===== src/sv/anlp_pkg.sv =====
package anlp_pkg;

   localparam int MaxFieldCharsDefault = 29;

   localparam int CharWidth  = 8;
   localparam int ValueWidth = 32;
   localparam int IndexWidth = 16;
   localparam int CountWidth = 16;

   // Register indexes on the csr port
   localparam logic CSR_HEX_MODE    = 1'b0;
   localparam logic CSR_VALUE_COUNT = 1'b1;

   // Result status codes
   localparam logic [1:0] STATUS_OK         = 2'd0;
   localparam logic [1:0] STATUS_ZERO_COUNT = 2'd1;
   localparam logic [1:0] STATUS_BAD_CHAR   = 2'd2;
   localparam logic [1:0] STATUS_TOO_LONG   = 2'd3;

   // Characters
   localparam logic [CharWidth-1:0] CHAR_NUL   = 8'h00;
   localparam logic [CharWidth-1:0] CHAR_LF    = 8'h0A;
   localparam logic [CharWidth-1:0] CHAR_CR    = 8'h0D;
   localparam logic [CharWidth-1:0] CHAR_SPACE = 8'h20;
   localparam logic [CharWidth-1:0] CHAR_PLUS  = 8'h2B;
   localparam logic [CharWidth-1:0] CHAR_COMMA = 8'h2C;
   localparam logic [CharWidth-1:0] CHAR_MINUS = 8'h2D;
   localparam logic [CharWidth-1:0] CHAR_0     = 8'h30;
   localparam logic [CharWidth-1:0] CHAR_9     = 8'h39;
   localparam logic [CharWidth-1:0] CHAR_UC_A  = 8'h41;
   localparam logic [CharWidth-1:0] CHAR_UC_F  = 8'h46;
   localparam logic [CharWidth-1:0] CASE_BIT   = 8'h20;

   typedef struct packed {
      logic [CharWidth-1:0] char_in;
      logic                 first_char;
   } req_type;

   typedef struct packed {
      logic signed [ValueWidth-1:0] value_out;
      logic [IndexWidth-1:0]        value_index;
      logic [1:0]                   status;
      logic                         last;
   } rsp_type;

endpackage


===== src/sv/ascii_number_list_parser.sv =====
// A result is registered, presented in the cycle after its causing character is accepted.
// Throughput: one char per cycle while req_ready; parse state updates in the accept cycle.
// The single output register frees up in the cycle its result is taken, so req_ready
// only drops while a result waits and rsp_ready is low.
// Reset (synchronous, active high): parser idle until a character with first_char,
// hex_mode 0, value_count 1, no result pending.
module ascii_number_list_parser
   import anlp_pkg::*;
#(
   parameter int MAX_FIELD_CHARS = MaxFieldCharsDefault
) (
   input  logic                  clock,
   input  logic                  reset,
   input  logic                  req_valid,
   output logic                  req_ready,
   input  req_type               req_data,
   output logic                  rsp_valid,
   input  logic                  rsp_ready,
   output rsp_type               rsp_data,
   input  logic                  csr_we,
   input  logic                  csr_index,
   input  logic [CountWidth-1:0] csr_wdata
);

   localparam int LenWidth = $clog2(MAX_FIELD_CHARS + 1);

   logic                  hex_mode_ff;
   logic [CountWidth-1:0] value_count_ff;

   logic [ValueWidth-1:0] acc_ff, acc_in;
   logic                  neg_ff, neg_in;
   logic [LenWidth-1:0]   len_ff, len_in;
   logic [IndexWidth-1:0] done_ff, done_in;
   logic                  fin_ff, fin_in;

   logic                  rsp_valid_ff, rsp_valid_in;
   rsp_type               rsp_data_ff, rsp_data_in;

   logic                  req_fire;
   logic                  res_valid;
   rsp_type               res;
   logic [CharWidth-1:0]  ch;
   logic [CharWidth-1:0]  ch_upper;
   logic                  is_delim;
   logic                  is_sign;
   logic                  is_dec;
   logic                  is_hex;
   logic [3:0]            digit;
   logic [ValueWidth-1:0] acc_scaled;

   assign req_ready = !rsp_valid_ff || rsp_ready;
   assign req_fire  = req_valid && req_ready;
   assign rsp_valid = rsp_valid_ff;
   assign rsp_data  = rsp_data_ff;

   // Character classes
   assign ch       = req_data.char_in;
   assign ch_upper = ch & ~CASE_BIT;
   assign is_delim = ch inside {CHAR_NUL, CHAR_CR, CHAR_LF, CHAR_COMMA, CHAR_SPACE};
   assign is_sign  = (ch == CHAR_PLUS) || (ch == CHAR_MINUS);
   assign is_dec   = ch inside {[CHAR_0:CHAR_9]};
   assign is_hex   = hex_mode_ff && (ch_upper inside {[CHAR_UC_A:CHAR_UC_F]});

   always_comb begin
      if (is_dec) begin
         digit = 4'(ch - CHAR_0);
      end else begin
         digit = 4'(ch_upper - CHAR_UC_A + 8'd10);
      end
   end

   always_comb begin
      acc_in    = acc_ff;
      neg_in    = neg_ff;
      len_in    = len_ff;
      done_in   = done_ff;
      fin_in    = fin_ff;
      res_valid = 1'b0;
      res       = '0;
      acc_scaled = '0;
      if (req_fire) begin
         if (req_data.first_char) begin
            acc_in  = '0;
            neg_in  = 1'b0;
            len_in  = '0;
            done_in = '0;
            fin_in  = 1'b0;
            if (value_count_ff == '0) begin
               fin_in     = 1'b1;
               res_valid  = 1'b1;
               res.status = STATUS_ZERO_COUNT;
               res.last   = 1'b1;
            end
         end
         if (!fin_in) begin
            if (is_delim) begin
               res_valid       = 1'b1;
               res.value_out   = neg_in ? -acc_in : acc_in;
               res.value_index = done_in;
               res.status      = STATUS_OK;
               res.last        = ({1'b0, done_in} + 17'd1) >= {1'b0, value_count_ff};
               done_in         = done_in + IndexWidth'(1);
               acc_in          = '0;
               neg_in          = 1'b0;
               len_in          = '0;
               fin_in          = res.last;
            end else if ((!is_sign && !is_dec && !is_hex) || (is_sign && len_in != '0)) begin
               res_valid       = 1'b1;
               res.value_index = done_in;
               res.status      = STATUS_BAD_CHAR;
               res.last        = 1'b1;
               fin_in          = 1'b1;
            end else if (len_in >= LenWidth'(MAX_FIELD_CHARS)) begin
               res_valid       = 1'b1;
               res.value_index = done_in;
               res.status      = STATUS_TOO_LONG;
               res.last        = 1'b1;
               fin_in          = 1'b1;
            end else begin
               if (is_sign) begin
                  neg_in = (ch == CHAR_MINUS);
               end else begin
                  // x16 is a shift, x10 is x8 + x2
                  if (hex_mode_ff) begin
                     acc_scaled = acc_in << 4;
                  end else begin
                     acc_scaled = (acc_in << 3) + (acc_in << 1);
                  end
                  acc_in = acc_scaled + ValueWidth'(digit);
               end
               len_in = len_in + LenWidth'(1);
            end
         end
      end
   end

   always_comb begin
      rsp_valid_in = rsp_valid_ff;
      rsp_data_in  = rsp_data_ff;
      if (res_valid) begin
         rsp_valid_in = 1'b1;
         rsp_data_in  = res;
      end else if (rsp_ready) begin
         rsp_valid_in = 1'b0;
      end
   end

   always_ff @(posedge clock) begin
      if (reset) begin
         hex_mode_ff    <= 1'b0;
         value_count_ff <= CountWidth'(1);
         acc_ff         <= '0;
         neg_ff         <= 1'b0;
         len_ff         <= '0;
         done_ff        <= '0;
         fin_ff         <= 1'b1;
         rsp_valid_ff   <= 1'b0;
      end else begin
         if (csr_we) begin
            case (csr_index)
               CSR_HEX_MODE:    hex_mode_ff    <= csr_wdata[0];
               CSR_VALUE_COUNT: value_count_ff <= csr_wdata;
               default: ;
            endcase
         end
         acc_ff       <= acc_in;
         neg_ff       <= neg_in;
         len_ff       <= len_in;
         done_ff      <= done_in;
         fin_ff       <= fin_in;
         rsp_valid_ff <= rsp_valid_in;
      end
   end

   always_ff @(posedge clock) begin
      rsp_data_ff <= rsp_data_in;
   end

endmodule


===== config.mk =====
export PLATFORM = sky130hd
export DESIGN_NAME = ascii_number_list_parser
export DESIGN_NICKNAME = d
export VERILOG_FILES = /design/src/sv/anlp_pkg.sv /design/src/sv/ascii_number_list_parser.sv
export SDC_FILE = /design/constraint.sdc
export NUM_CORES = 1
export LEC_CHECK = 0
export BUFFER_PORTS_ARGS = -buffer_cell sky130_fd_sc_hd__buf_2
export CAP_MARGIN = 20
export CORE_AREA = 2 2 96 190
export CTS_CLUSTER_DIAMETER = 120
export DETAILED_ROUTE_END_ITERATION = 8
export DIE_AREA = 0 0 98 192
export PLACE_DENSITY = 0.78
export RECOVER_POWER = 50
export SYNTH_ARGS = -nofsm -noshare
export SYNTH_HDL_FRONTEND = slang
export SYNTH_SLANG_ARGS = --single-unit

===== constraint.sdc =====
create_clock -name clock -period 8.85 [get_ports clock]
set_clock_uncertainty 0.05 [all_clocks]
set_input_delay 1.3275 -clock clock [delete_from_list [all_inputs] [get_ports clock]]
set_output_delay 1.3275 -clock clock [all_outputs]
set_load 0.05 [all_outputs]

# --- Word-level counts from Yosys, hierarchy flattened ---
# Cells that the tools add are included.
totals:
  ram_bits: 0
  out_inout_bits: 53
  memories: 0
  reg_bits: 124
  wordCells: 113
  latchBits: 0
  romBits: 0
classes:
  shift: 0
  addsub: 9
  n_reduce_logical: 23
  bitwise_logic: 3
  div: 0
  magnitude_cmp: 6
  mul: 0
  eq_ne: 6
  mux: 54
op_table:
  columns: ["operator", "n"]
  rows:
  - ["two-way mux 32 bit", 15]
  - ["two-way mux 16 bit", 4]
  - ["two-way mux 19 bit", 3]
  - ["adder 32 bit", 1]
  - ["adder 32 x 4 -> 32 bit", 1]
  - ["== test 8 x 6 -> 1 bit (second input constant)", 4]
  - ["negation 32 bit", 1]
  - ["two-way mux 5 bit", 6]
  - ["two-way mux 1 bit", 22]
  - ["adder 16 x 1 -> 17 bit (second input constant)", 1]
  - [">= comparator 17 x 16 -> 1 bit", 1]
  - ["adder 16 x 1 -> 16 bit (second input constant)", 1]
  - ["== test 8 x 4 -> 1 bit (second input constant)", 2]
  - ["logical NOT 16 bit", 1]
  - ["nonzero test 5 bit", 2]
  - [">= comparator 8 x 6 -> 1 bit (second input constant)", 1]
  - [">= comparator 8 x 7 -> 1 bit (second input constant)", 1]
  - ["<= comparator 8 x 6 -> 1 bit (second input constant)", 1]
  - ["<= comparator 8 x 7 -> 1 bit (second input constant)", 1]
  - ["logical NOT 8 bit", 1]
  - ["subtractor 4 x 1 -> 4 bit (second input constant)", 2]
  - ["logical AND 1 bit", 7]
  - ["adder 5 x 1 -> 5 bit (second input constant)", 1]
  - [">= comparator 5 bit (second input constant)", 1]
  - ["11 further kinds", 20]

# --- Longest topological paths before layout ---
logic_depth:
  depth_word: 18
  ltp_mapped: 26
  ltp_nobuf: 17

# --- Worst setup path before layout ---
# Ideal clock, no wire load.
synth_path:
  kind: "in2reg"
  from: "in req_data[0] (netlist name)"
  to: "reg rsp_data_ff (netlist bit rsp_data[0]), enable pin"
  required_time_ps: 8340
  arrival_time_ps: 6408
  path_stages: 18
  n_path_buf: 7
  slack_ps: 1933
  setup_time_ps: 460
  cell_sequence: "buf_2 -> buf_6 -> inv_1 -> clkbuf_1 -> buf_1 -> clkbuf_1 -> buf_1 -> nand2_1 -> inv_1 -> ha_1 -> nor3_1 -> o32ai_1 -> a21oi_1 -> or2_2 -> clkbuf_1 -> nand2_1 -> a21oi_1 -> nor2_1"
synth_via:
  elab_chain_len: 9
  elab_cells_between_ends: 14
  cone_classes: "order compare: 1; mux: 10; reduce/logical: 3"
synth_rtl:
  columns: ["element", "line", "source"]
  rows:
  - ["start, declared", "ascii_number_list_parser.sv:16", "input req_type req_data,"]
  - ["branches (longest 7 deep; another with >= comparator 5 bit)", null, null]
  - ["two-way mux 1 bit *", "ascii_number_list_parser.sv:95", "if (!fin_in) begin"]
  - ["two-way mux 1 bit *", "ascii_number_list_parser.sv:81", "if (req_fire) begin"]
  - ["via res_valid", "ascii_number_list_parser.sv:40", "logic res_valid;"]
  - ["end signal, assigned", "ascii_number_list_parser.sv:176", "rsp_data_ff <= rsp_data_in;"]
  - ["end, declared", "ascii_number_list_parser.sv:37", "rsp_type rsp_data_ff, rsp_data_in;"]
# Mark *: on every way through the listed nets, which the timed path passes. The select of a mux whose other input is x is not followed.
# A chain may end at the register's enable or synchronous reset.

# --- Final worst setup path ---
layout_path:
  from: "in req_data[0] (netlist name)"
  to: "reg acc_ff[29]"
layout_via:
  elab_chain_len: 16
  elab_cells_between_ends: 24
  cone_classes: "add/sub: 2; order compare: 1; mux: 18; reduce/logical: 3"
layout_rtl:
  columns: ["element", "line", "source"]
  rows:
  - ["two-way mux 32 bit", "ascii_number_list_parser.sv:82", "if (req_data.first_char) begin"]
  - ["two-way mux 32 bit", "ascii_number_list_parser.sv:81", null]
  - ["adder 32 bit", "ascii_number_list_parser.sv:127", "acc_scaled = (acc_in << 3) + (acc_in << 1);"]
  - ["two-way mux 32 bit", "ascii_number_list_parser.sv:124", "if (hex_mode_ff) begin"]
  - ["two-way mux 32 bit", "ascii_number_list_parser.sv:120", "if (is_sign) begin"]
  - ["two-way mux 32 bit", "ascii_number_list_parser.sv:113", "end else if (len_in >= LenWidth'(MAX_FIELD_CHARS)) begin"]
  - ["two-way mux 32 bit", "ascii_number_list_parser.sv:107", "end else if ((!is_sign && !is_dec && !is_hex) || (is_sign && len_in != '0)) begin"]
  - ["two-way mux 32 bit", "ascii_number_list_parser.sv:96", "if (is_delim) begin"]
  - ["two-way mux 32 bit", "ascii_number_list_parser.sv:95", null]
  - ["two-way mux 32 bit", "ascii_number_list_parser.sv:81", null]
  - ["adder 32 x 4 -> 32 bit", "ascii_number_list_parser.sv:129", "acc_in = acc_scaled + ValueWidth'(digit);"]
  - ["two-way mux 32 bit", "ascii_number_list_parser.sv:120", null]
  - ["two-way mux 32 bit", "ascii_number_list_parser.sv:113", null]
  - ["two-way mux 32 bit", "ascii_number_list_parser.sv:107", null]
  - ["two-way mux 32 bit", "ascii_number_list_parser.sv:96", null]
  - ["two-way mux 32 bit *", "ascii_number_list_parser.sv:95", null]
  - ["end signal, assigned", "ascii_number_list_parser.sv:166", "acc_ff <= acc_in;"]
  - ["end, declared", "ascii_number_list_parser.sv:30", "logic [ValueWidth-1:0] acc_ff, acc_in;"]
# Every way passes the cells marked *; elsewhere a longest branch is shown, timed or not. The select of a mux whose other input is x is not followed.

==> run metrics <==
Final ANT Viol Nets=0; Vias=~11000; Crit Path Class=primary input to flop; num rows=68; Max VDD drop=0.135 mV; GRT Util Overall=a little under two fifths; H-Tree Level Count=4; Slew @ Worst Pin=between 2 and 2.5 ns; R2R cell count=10; DRC Markers=0; Yosys reg bits=between 100 and 150; First-pass DRT Iterations=5; worst hold path type=flop to flop; max frequency=171 MHz; Worst Path Required=9.12 ns; slowest stage cell, crit path=buf_4; min-delay src=value_count_ff[8]; Reg-to-Reg Start=acc_ff[12]; WHS Path Cells=2; Commonest cells post-synth=171 x nand2_1, 151 x nor2_1, 105 x a21oi_1; post_cts resized=0; Post-Layout Cell Count=1641; CTS tree=built; Area contributors post-synth=edfxtp_1 14%, dfxtp_1 14%, nand2_1 6.1%, nor2_1 5.3%, a21oi_1 5.0%; RSZ-0062 raised after global routing=no; critical-path cell list=buf_4, inv_1, nand2_1, inv_1, ha_1, ha_1, a21oi_1, a22oi_1, a221oi_2, o211ai_1, a2111oi_0, nor3_1, a2111oi_4, nand3b_2, or4_1, a32o_1; HPWL after detailed placement=25600 um; clock latency on the worst-skew pair=0.44 ns; design area=11600 um2; Crit Path Max Fanout=60; initial core utilization=a little over 60%; grt peak-use layer=met2; hold_buf cts=0; vias in the first global route=10643; root buf cell=clkbuf_16; GR Layer Usage met1=38.1%; top_reg_cell synth=dfxtp_1; io pins=84; Nets=1487; die area=around 19000 um2; Post-synth EDFFs=51; first-pass GRT wire length=55500 um; status=finished with violations; sequential area share after synthesis=28.2%; Power Dens Cells=132 nW/um2; Net Count, Synth=1465; met2 Usage GRT=between 60% and 70%; reg2reg end=acc_ff[29]; per-cell routed wire length=21.6 um; top-count cell post-synth=nand2_1; Synth area leader=edfxtp_1; Post-DP Area=around 11000 um2; GP Congestion=between 1 and 1.5; max-cap violation count=2; Critical Path Max Stage Delay=between 0.5 and 0.6 ns; Avg Inst Size Synth=7.59 um2; die height=192 um; async set-or-reset flop fraction in the synthesized netlist=0%; Rel. slew slack=-51.1%; final hold vios=0; pre-CTS setup slack=2.62 ns; area grow syn2layout=9.05%; reg2reg setup slack=4.10 ns; largest net degree at the start of global routing=61; clock-pin slew on the worst setup and hold paths=0.06 ns; routed vias/inst=6.71; crit path time final=5.86 ns; crit end category=flop; routed wire length=35400 um; final period utilization=66.2%; Netlist cell types=between 80 and 90; cell count after synthesis=between 1000 and 1500; layout cells sized above 1=under 10%; Ant. Diodes=0; Setup crit start kind=primary input; Inst Count DP=1608; number of post-CTS setup repair buffers=0; setup_tns=0 ns; Synth Cell Area=10600 um2; IO buf count=83; DR iter-0 viols=between 800 and 900; GR Layer Usage met3=4.95%; global route total overflow=0; CTS sink cnt=124; die width=slightly below 100 um; Fillers=1571; Synthesis Warnings=0; static leakage=about 4.1 nW; share of Yosys cell area claimed by the top area cell type=14.5%; final setup margin=2.99 ns; TritonCTS Buffers=17; # setup viols final=0; clk buf depth=2; core area=17300 um2; initial antenna violation count=0; Worst Path Arrival=6.13 ns; failing checks=max-capacitance violations, max-slew violations; hold endpoint=value_count_ff[8]; max-slew violation count=73
==> critical path: cells and delay by family <==
family,cells,cell delay (ns)
adders and majority gates,2,0.47
and+or+nand+nor,4,1.05
AOI/OAI and AO/OA,7,2.34
buffers and inverters,3,0.89
==> state kept, by name, indices dropped and copies added, names as in the netlist <==
name / flops
neg_ff: 1
len_ff: 5
hex_mode_ff: 1
done_ff: 16
rsp_valid: 1
rsp_data: 51
fin_ff: 1
acc_ff: 32
value_count_ff: 16
==> final cells by class <==
class | instances | area (um2) | share of cell area (%)
multi-input combinational | 1124 | 7030 | 60.9
timing repair buffer | 103 | 480 | 4.16
inverter | 48 | 180 | 1.56
clock buffer | 18 | 450 | 3.90
tap | 210 | 263 | 2.27
sequential | 124 | 2990 | 25.9
clock inverter | 14 | 155 | 1.34
==> worst max path at each step <==
stage,start,to,slack (ns)
after floorplan,req_data[0],rsp_data[0],1.93
after global placement,req_data[0],acc_ff[29],2.78
after detailed placement,req_data[0],acc_ff[29],2.62
after CTS,req_data[0],acc_ff[29],3.05
after global routing,req_data[0],acc_ff[29],2.74
final,req_data[0],acc_ff[29],2.99
==> power by group <==
part / leakage, nW / total, mW / switching, mW / internal (mW)
Clock: 0.299 / 0.741 / 0.304 / 0.437
Sequential: 1.09 / 0.618 / 0.00850 / 0.609
Combinational: 2.71 / 0.167 / 0.127 / 0.0403
==> placed cells by master (no fill, tap or decap), types with 30 or more instances in the layout <==
| master | instances |
|---|---|
| dfxtp_1 | 73 |
| xnor2_1 | 55 |
| o21ai_0 | 71 |
| nand2_1 | 171 |
| a21oi_1 | 104 |
| inv_1 | 47 |
| nor3_1 | 39 |
| nand3_1 | 46 |
| edfxtp_1 | 51 |
| nor2_1 | 150 |
| clkbuf_1 | 59 |
| xor2_1 | 35 |
| ha_1 | 37 |
| and2_1 | 30 |
==> layer usage <==
layer,wire length [um],part of all wire (%)
met5,0,0
met4,2950,8.3
met3,1940,5.5
met2,18400,52
met1,12100,34
==> cells by family after synthesis <==
group,Yosys count,share of synthesized area [%]
and+or+nand+nor,601,28.1
AOI/OAI and AO/OA,381,24.6
buffers and inverters,148,5.62
DFF,124,28.2
xor gates and xnor gates,91,7.59
adders and majority gates,39,4.65
muxes,12,1.18
==> per-stage QoR <==
stage / power (mW) / util (%) / hold slack (ns)
global route: 1.56 / 66.9 / 0.420
CTS: 1.52 / 67.3 / 0.406
global placement: 0.795 / 63.8 / 0.394
floorplan: 0.746 / - / 0.386
detailed placement: 0.797 / 63.8 / 0.397
finish: 1.53 / 66.9 / 0.407
Power figures use the tool's default switching activity.
